$ cat src/rtl/lfk_pkg.sv
// ----------------------------------------------------------------------------
// lfk_pkg
// Shared types, constants and the sine table generator for the leg
// forward kinematics block.
// ----------------------------------------------------------------------------
package lfk_pkg;

  localparam int ANGLE_W  = 9;    // input angle width
  localparam int RED_W    = 11;   // widest angle handed to the reducer
  localparam int TAB_IDX_W = 7;   // index into the 0..90 degree table
  localparam int LEN_W    = 12;   // link length register width
  localparam int POS_W    = 14;   // output position width
  localparam int REG_IDX_W = 3;   // configuration index width

  localparam logic [63:0] PI_Q30 = 64'd3373259426;

  // configuration register indexes
  localparam logic [REG_IDX_W-1:0] REG_HIP_OFFSET   = 3'd0;
  localparam logic [REG_IDX_W-1:0] REG_COXA_LENGTH  = 3'd1;
  localparam logic [REG_IDX_W-1:0] REG_FEMUR_LENGTH = 3'd2;
  localparam logic [REG_IDX_W-1:0] REG_TIBIA_LENGTH = 3'd3;
  localparam logic [REG_IDX_W-1:0] REG_BASE_HEIGHT  = 3'd4;
  localparam logic [REG_IDX_W-1:0] REG_FOOT_OFFSET  = 3'd5;

  // table entry select: quadrant-folded index plus sign
  typedef struct packed {
    logic [TAB_IDX_W-1:0] idx;
    logic                 neg;
  } trig_sel_t;

  // unsigned 64-bit restoring division, used at elaboration only
  function automatic logic [63:0] udiv64(input logic [63:0] num,
                                         input logic [63:0] den);
    logic [63:0] q;
    logic [64:0] rem;
    q   = '0;
    rem = '0;
    for (int b = 63; b >= 0; b--) begin
      rem = {rem[63:0], num[b]};
      if (rem >= {1'b0, den}) begin
        rem  = rem - {1'b0, den};
        q[b] = 1'b1;
      end
    end
    return q;
  endfunction

  // sin(d degrees) by a Taylor series in Q2.30, rounded to fb fraction bits.
  // Evaluated at elaboration only.
  function automatic logic [31:0] sin_entry(input int d, input int fb);
    logic [63:0] x;
    logic [63:0] term;
    logic [63:0] dvs;
    logic [63:0] s;
    longint      sum;
    x    = udiv64(64'(d) * PI_Q30 + 64'd90, 64'd180);
    term = x;
    sum  = longint'(x);
    for (int n = 1; n <= 12; n++) begin
      term = (term * x) >> 30;
      term = (term * x) >> 30;
      dvs  = 64'((2 * n) * (2 * n + 1));
      term = udiv64(term, dvs);
      if ((n % 2) == 1) begin
        sum = sum - longint'(term);
      end else begin
        sum = sum + longint'(term);
      end
    end
    if (sum < 0) sum = 0;
    if (sum > (longint'(1) << 30)) sum = longint'(1) << 30;
    s = (64'(sum) + (64'd1 << (29 - fb))) >> (30 - fb);
    return s[31:0];
  endfunction

endpackage

$ cat src/rtl/lfk_angle_reduce.sv
// ----------------------------------------------------------------------------
// lfk_angle_reduce
// Folds an angle in degrees into a 0..90 table index and a sign, so that
// sin(angle) = sign * table[index].
// ----------------------------------------------------------------------------
module lfk_angle_reduce
  import lfk_pkg::*;
(
  input  logic signed [RED_W-1:0] angle,
  output trig_sel_t               sel
);

  logic signed [RED_W-1:0] r0;
  logic signed [RED_W-1:0] r1;
  logic signed [RED_W-1:0] r2;
  logic signed [RED_W-1:0] rr;

  // modulo 360 for the range -720..719
  always_comb begin
    r0 = (angle < 0) ? angle + 11'sd360 : angle;
    r1 = (r0 < 0) ? r0 + 11'sd360 : r0;
    r2 = (r1 >= 11'sd360) ? r1 - 11'sd360 : r1;
  end

  // quadrant fold
  always_comb begin
    priority if (r2 <= 11'sd90) begin
      rr      = r2;
      sel.neg = 1'b0;
    end else if (r2 <= 11'sd180) begin
      rr      = 11'sd180 - r2;
      sel.neg = 1'b0;
    end else if (r2 <= 11'sd270) begin
      rr      = r2 - 11'sd180;
      sel.neg = 1'b1;
    end else begin
      rr      = 11'sd360 - r2;
      sel.neg = 1'b1;
    end
    sel.idx = rr[TAB_IDX_W-1:0];
  end

endmodule

$ cat config.mk
export PLATFORM = sky130hd
export DESIGN_NAME = lfk_angle_reduce
export DESIGN_NICKNAME = d
export VERILOG_FILES = /design/src/rtl/lfk_pkg.sv /design/src/rtl/lfk_angle_reduce.sv
export SDC_FILE = /design/constraint.sdc
export NUM_CORES = 1
export LEC_CHECK = 0
export BUFFER_PORTS_ARGS = -buffer_cell sky130_fd_sc_hd__buf_2
export CAP_MARGIN = 20
export CORE_MARGIN = 10
export CORE_UTILIZATION = 45
export DETAILED_ROUTE_END_ITERATION = 16
export GPL_TIMING_DRIVEN = 0
export PLACE_DENSITY = 0.72
export SLEW_MARGIN = 30
export SYNTH_ARGS = -nofsm -noshare
export SYNTH_HDL_FRONTEND = slang
export SYNTH_SLANG_ARGS = --single-unit
$ cat constraint.sdc
create_clock -name vclk -period 7.55
set_input_delay 0 -clock vclk [all_inputs]
set_output_delay 0 -clock vclk [all_outputs]
set_load 0.005 [all_outputs]
Word-level counts from Yosys, hierarchy flattened
Cells that the tools add are included.
- register bits: 0
- input port bits: 11
- output and inout port bits: 8
- word-level logic and storage cells: 20
- $add $sub $neg: 6
- order comparisons: 6
- mux-type cells: 8
- operator list (kind ; count):
    two-way mux 11 bit ; 3
    adder 11 x 10 -> 11 bit, second input constant ; 2
    less-than comparator 11 x 1 -> 1 bit, second input constant ; 2
    two-way mux 7 bit ; 3
    greater-or-equal comparator 11 x 10 -> 1 bit, second input constant ; 1
    less-or-equal comparator 11 x 10 -> 1 bit, second input constant ; 1
    less-or-equal comparator 11 x 8 -> 1 bit, second input constant ; 1
    less-or-equal comparator 11 x 9 -> 1 bit, second input constant ; 1
    subtractor 11 x 10 -> 11 bit, second input constant ; 1
    subtractor 6 x 7 -> 7 bit, first input constant ; 1
    subtractor 7 bit, first input constant ; 1
    subtractor 7 bit, second input constant ; 1
    two-way mux 1 bit ; 2

Longest topological paths before layout
Gate-level depths: netlist (run 1).
- word-level depth: 10
- depth in mapped cells: 20
- gate-level depth less buffers: 19

Worst setup path after synthesis (run 1)
Ideal clock, no wire load.
- path kind: input -> output
- from: input angle[3]
- to: output sel[7] (netlist bit)
- arrival time: 3953 ps
- required time: 7550 ps
- path slack: 3597 ps
- cell stages on the path: 18
- path buffers: 1
- cells stage by stage: ha_1 -> mux2_1 -> ha_1 -> mux2i_1 -> ha_1 -> inv_1 -> a2bb2oi_2 -> o221a_4 -> buf_12 -> xnor2_4 -> ha_1 -> nand2_1 -> o21ai_0 -> or4_1 -> nand4b_1 -> a31o_2 -> or3b_1 -> xnor2_1
- RTL lines (what ; line ; text):
    start, declared ; lfk_angle_reduce.sv:9 ; input logic signed [RED_W-1:0] angle,
    end, declared ; lfk_angle_reduce.sv:10 ; output trig_sel_t sel

==> impl_metrics.yaml, run 1 <==
placed_design:
  port_buffers: 15
  hpwl_um: 3160
  place_ws_ps: 2870
  gp_congestion: 0.851
  place_area_um2: 1710
layout:
  fin_util_pct: 50.8
  fill_cells: 361
  final_area_um2: 1710
  multiInputGateArea_um2: 1440
  numSequentialCells: 0
  fin_nets: 250
  area_growth_pct: 8.42
  seq_area_um2: 0
  n_antenna_cell: 0
  drive_gt1_share_pct: 19.7
  clock_buffer_count: 0
floorplanning:
  start_util_pct: 46.8
  die_area_um2: 6270
  chipWidth_um: 79.2
  fp-row-count: 21
  core_area_um2: 3360
  die_h_um: 79.2
  num_io_pins: 19
route:
  initialDrtViolationCount: 183
  drtPass1Iterations: 4
  ant_nets: 0
  route.vias.total: 1649
  drt_wl_total_um: 3930
  via_per_inst: 6.02
  routedWlPerCell_um: 14.4
  drc: 0
timing:
  fin_crit_sh_pct: 62.3
  tns_ps: 0
  max_freq_mhz: 213
  slew_viol_final: 0
  rsz0062_at_grt: "no"
  setup_violations: 0
  maxSlewHeadroom_pct: 49.5
  worst_slack_ps: 2840
  hold_viol_final: 0
  worst_pin_slew_ps: 736
  min_period_ps: 4710
worst_setup_path:
  crit_required_ps: 7550
  worst-path-buf-inv: 5
  setup.worst_path.class: "in2out"
  cp-end-kind: "output port"
  crit_path_max_incr_delay_ps: 560
  path_delay_family: "simple AND/OR/NAND/NOR gates"
  worstPathMaxFanout: 10
  cp.arrival_ps: 4710
  cpMaxStageDelayCell: "mux2i_1"
  worstPathCellList: "buf_2 -> buf_2 -> mux2_1 -> ha_1 -> mux2i_1 -> ha_1 -> inv_1 -> a2bb2oi_2 -> o221a_4 -> buf_12 -> xnor2_4 -> ha_1 -> nand2_1 -> o21ai_0 -> or4_1 -> nand4b_1 -> a31o_2 -> or3b_1 -> xnor2_1 -> buf_2"
  worst_setup_path_start_kind: "input pin"
global_routing:
  first_global_vias: 1506
  overflow: 0
  antenna_found_initial: 0
  grt_pass1_wl_um: 6890
  grt_use_total_pct: 12.1
  grt_max_degree: 11
clock_network:
  postCtsSetupRepairBufs: 0
  holdBufCountCts: 0
  postCtsResizedCells: 0
pwr:
  power_density_nw_per_um2: 170
  clockPowerShare_pct: 0
  power.internal_mw: 0.132
  power.leakage_nw: 0.649
  ir_drop_v: 0.0000977
  power_switching_mw: 0.159
  switching_share_pct: 54.6
  power_frac_comb_pct: 100.0
  seqPwrFrac_pct: 0
logic_synthesis:
  ys_types: 74
  yosysMostFrequentCell: "nand2_1"
  syn_area_um2: 1580
  synth_common_cells: "23 x nand2_1, 13 x nor2_1, 9 x ha_1, 9 x inv_1, 9 x nand3_1"
  synth_area_leaders: "ha_1 7.1%, nand2_1 5.5%, xnor2_1 4.4%"
  synthCells: 213
  synth_seq_area_share_pct: 0
  syn_area_per_cell_um2: 7.40
  synth_top_area_share_pct: 7.15
  yosysWarnings: 0
  yosys.area.top_type: "ha_1"
  syn_nets: 233
status:
  outcome: "finished clean"
run:
  drv_cap: 0
worst_hold_path:
  min_path_type: "in2out"
[cell usage in the layout (no fill, tap or decap), types with 3 or more instances in the layout]
cell type and count:
nor3_1 8, and2_1 4, o221ai_1 4, o21ai_1 5, o21ai_0 7, nor2_1 13, xor2_1 4, a31oi_1 3
mux2i_1 3, a41oi_1 4, o21a_1 3, nand3_1 9, clkbuf_1 5, xnor2_1 8, inv_1 9, nand2_1 23
ha_1 9, buf_2 18, o211ai_1 3, mux2_2 3, nor2b_1 4, a21oi_1 8, o31ai_1 4
[logic make-up (layout without fill, tap and decap cells)]
family | count (synthesis) | in the layout | synth area share [%]
and+or+nand+nor | 85 | 85 | 29.4
muxes | 8 | 8 | 5.48
adders and majority gates | 9 | 9 | 7.15
buffers and inverters | 24 | 39 | 8.74
AOI/OAI and AO/OA | 73 | 73 | 39.1
xor gates and xnor gates | 14 | 14 | 10.2
[cell type report]
| class | count | share of cell area (%) |
|---|---|---|
| plain buffers | 13 | 5.35 |
| multi-input cells | 189 | 84.2 |
| repair buffers | 15 | 4.40 |
| well taps | 46 | 3.37 |
| inverters | 11 | 2.71 |
[stage by stage]
step / std cells / hold WS [ps] / total power, mW
CTS: 274 / 363 / 0.290
floorplan: 213 / 80.8 / 0.223
detailed placement: 274 / 360 / 0.289
finish: 274 / 360 / 0.291
global placement: 274 / 350 / 0.287
global route: 274 / 384 / 0.320
[tightest hold or removal path, delay by kind of cell]
kind,cells,cell delay (ps)
buffers and inverters,3,360
[path summary, 6_finish.rpt]
| kind | start | to | slack, ps | depth (start not counted) |
|---|---|---|---|---|
| setup / recovery | angle[10] | sel[7] | 2840 | 20 |
| hold / removal | angle[0] | sel[1] | 360 | 3 |
[power by group through the flow]
stage / clock network, mW / registers, mW / logic [mW]
after global routing: 0 / 0 / 0.320
after detailed placement: 0 / 0 / 0.289
final: 0 / 0 / 0.291
after floorplan: 0 / 0 / 0.223
after global placement: 0 / 0 / 0.287
after CTS: 0 / 0 / 0.290
[metal layers]
layer / up-vias / track usage [%] / wire length [um]
li1: 843 / - / -
met1: 756 / 17.4 / 1930
met2: 50 / 20.2 / 1820
met3: 0 / 0.563 / 186
met4: 0 / 0.538 / 0
met5: - / 0 / 0
Power figures use the tool's default switching activity.
==> run 2: changes to the inputs <==
--- a/config.mk
+++ b/config.mk
@@ -11,7 +11,7 @@
 export CORE_UTILIZATION = 45
 export DETAILED_ROUTE_END_ITERATION = 16
 export GPL_TIMING_DRIVEN = 0
-export PLACE_DENSITY = 0.72
+export PLACE_DENSITY = 0.75
 export SLEW_MARGIN = 30
 export SYNTH_ARGS = -nofsm -noshare
 export SYNTH_HDL_FRONTEND = slang
==> constraint.sdc (replaced) <==
create_clock -name vclk -period 4
set_input_delay 0 -clock vclk [all_inputs]
set_output_delay 0 -clock vclk [all_outputs]
set_load 0.005 [all_outputs]
==> run 2 against run 1 <==
Compared with the run above: utilization is 11 points higher; combinational power rose by 130%; via count rose by 13%; first-iteration DRC count up 69%; critical path depth down 1; sequential cell count unchanged; setup slack worse by 2800 ps; cell count increased by 7.7%; global-route usage up 0.53 points; sequential share of layout area unchanged; non-clock buffer count is 21 higher; routed wire length is 23% higher; critical path type unchanged; critical endpoint unchanged; largest cell class unchanged; largest power group unchanged.
==> impl_metrics.yaml, run 2 (same netlist as run 1, synthesis figures left out) <==
layout:
  fin_util_pct: 61.6
  n_antenna_cell: 0
  layout_common_cells: "24 x buf_4, 21 x nand2_1, 14 x buf_2"
  seq_area_um2: 0
  instances_no_fill: 295
  area_growth_pct: 31.5
  fill_cells: 313
  numSequentialCells: 0
  fin_nets: 271
  clock_buffer_count: 0
  drive_gt1_share_pct: 36.1
  final_common_cell: "buf_4"
timing:
  slew_viol_final: 0
  min_period_ps: 3920
  maxSlewHeadroom_pct: 59.7
  worst_pin_slew_ps: 599
  max_freq_mhz: 255
  worst_slack_ps: 75.8
  fin_crit_sh_pct: 98.1
  hold_viol_final: 0
  setup_violations: 0
  tns_ps: 0
worst_hold_path:
  min_path_type: "in2out"
worst_setup_path:
  crit_top_cell: "buf_2"
  setup.worst_path.class: "in2out"
  crit_path_max_incr_delay_ps: 560
  crit_required_ps: 4000
  cp-end-kind: "output port"
  path_delay_family: "simple AND/OR/NAND/NOR gates"
  cp.arrival_ps: 3920
  worstPathCellList: "buf_2 -> buf_6 -> a211oi_4 -> o211ai_4 -> or2_4 -> or4b_4 -> a2bb2oi_4 -> o221a_4 -> buf_12 -> xnor2_4 -> ha_4 -> nand2_2 -> o21ai_2 -> or4_1 -> nand4b_1 -> a31o_4 -> or3b_1 -> xnor2_1 -> buf_2"
  cpMaxStageDelayCell: "or4b_4"
  worst-path-buf-inv: 4
  worst_setup_path_start_kind: "input pin"
  worstPathMaxFanout: 7
global_routing:
  grt_max_degree: 11
  overflow: 0
  grt_pass1_wl_um: 7110
  antenna_found_initial: 0
  grt_use_total_pct: 12.7
  first_global_vias: 1552
placed_design:
  place_ws_ps: -635
  port_buffers: 15
  gp_congestion: 0.889
  dp_cells: 274
  hpwl_um: 3250
route:
  routedWlPerCell_um: 16.5
  via_per_inst: 6.30
  initialDrtViolationCount: 309
  route.vias.total: 1859
  ant_nets: 0
  drtPass1Iterations: 5
  drc: 0
  drt_wl_total_um: 4860
floorplanning:
  die_h_um: 79.2
  start_util_pct: 46.8
  num_io_pins: 19
  chipWidth_um: 79.2
  fp-row-count: 21
  die_area_um2: 6270
  core_area_um2: 3360
pwr:
  ir_drop_v: 0.000193
  power_density_nw_per_um2: 317
  power.leakage_nw: 0.798
status:
  outcome: "finished clean"
run:
  drv_cap: 0
[run 2: cell count changes in the layout (fill, tap and decap cells not counted), moves of 2 or more]
cell and change:
buf_2 -4, ha_4 +4, clkbuf_4 +2, nand2_1 -2
clkbuf_1 -2, ha_1 -4, xnor2_1 -2, o31ai_2 +2
nor4_1 -2, o31ai_1 -2, nand2_2 +2, clkbuf_2 +2
buf_4 +22
[run 2: final cells by class]
type	instances	area, um^2	area share (%)
multi-input combinational	189	1630	78.5
timing repair buffer	37	245	11.8
buffer	12	95.1	4.59
tap	46	57.6	2.78
inverter	11	46.3	2.24
[run 2: final timing paths]
| path | from | to | slack, ps | cells after the start |
|---|---|---|---|---|
| worst min-delay path | angle[0] | sel[1] | 360 | 3 |
| worst max-delay path | angle[3] | sel[7] | 80 | 19 |
[run 2: report_power, final]
part	internal, mW	switching [mW]
logic	0.318	0.338
registers	0	0
clock network	0	0
total	0.318	0.338
[run 2: worst min-delay path, cell delays in order]
cell and delay [ps]:
buf_2 140, buf_4 120, buf_2 100
[run 2: routing by layer]
| metal | wire length, um | global-route usage, % | part of all wire, % | vias to the layer above |
|---|---|---|---|---|
| li1 | - | - | - | 892 |
| met5 | 0 | 0 | 0 | - |
| met4 | 68 | 0.179 | 1.4 | 0 |
| met3 | 346 | 0.338 | 7.1 | 10 |
| met1 | 2160 | 18.3 | 44 | 874 |
| met2 | 2290 | 21.3 | 47 | 83 |
[run 2: metrics by stage]
stage / hold WS (ps) / area (um^2) / power, mW
after floorplan: 80.8 / 1580 / 0.421
after global placement: 351 / 1710 / 0.539
after detailed placement: 361 / 1710 / 0.545
after CTS: 364 / 1830 / 0.592
after global routing: 383 / 2070 / 0.711
final: 362 / 2070 / 0.656
[run 2: what timing repair did]
action	4_1_cts	5_1_grt
pin swaps	6	11
endpoints found under the setup margin	6	6
resized for setup	14	30
hold buffers	0	0
buffers inserted	8	14
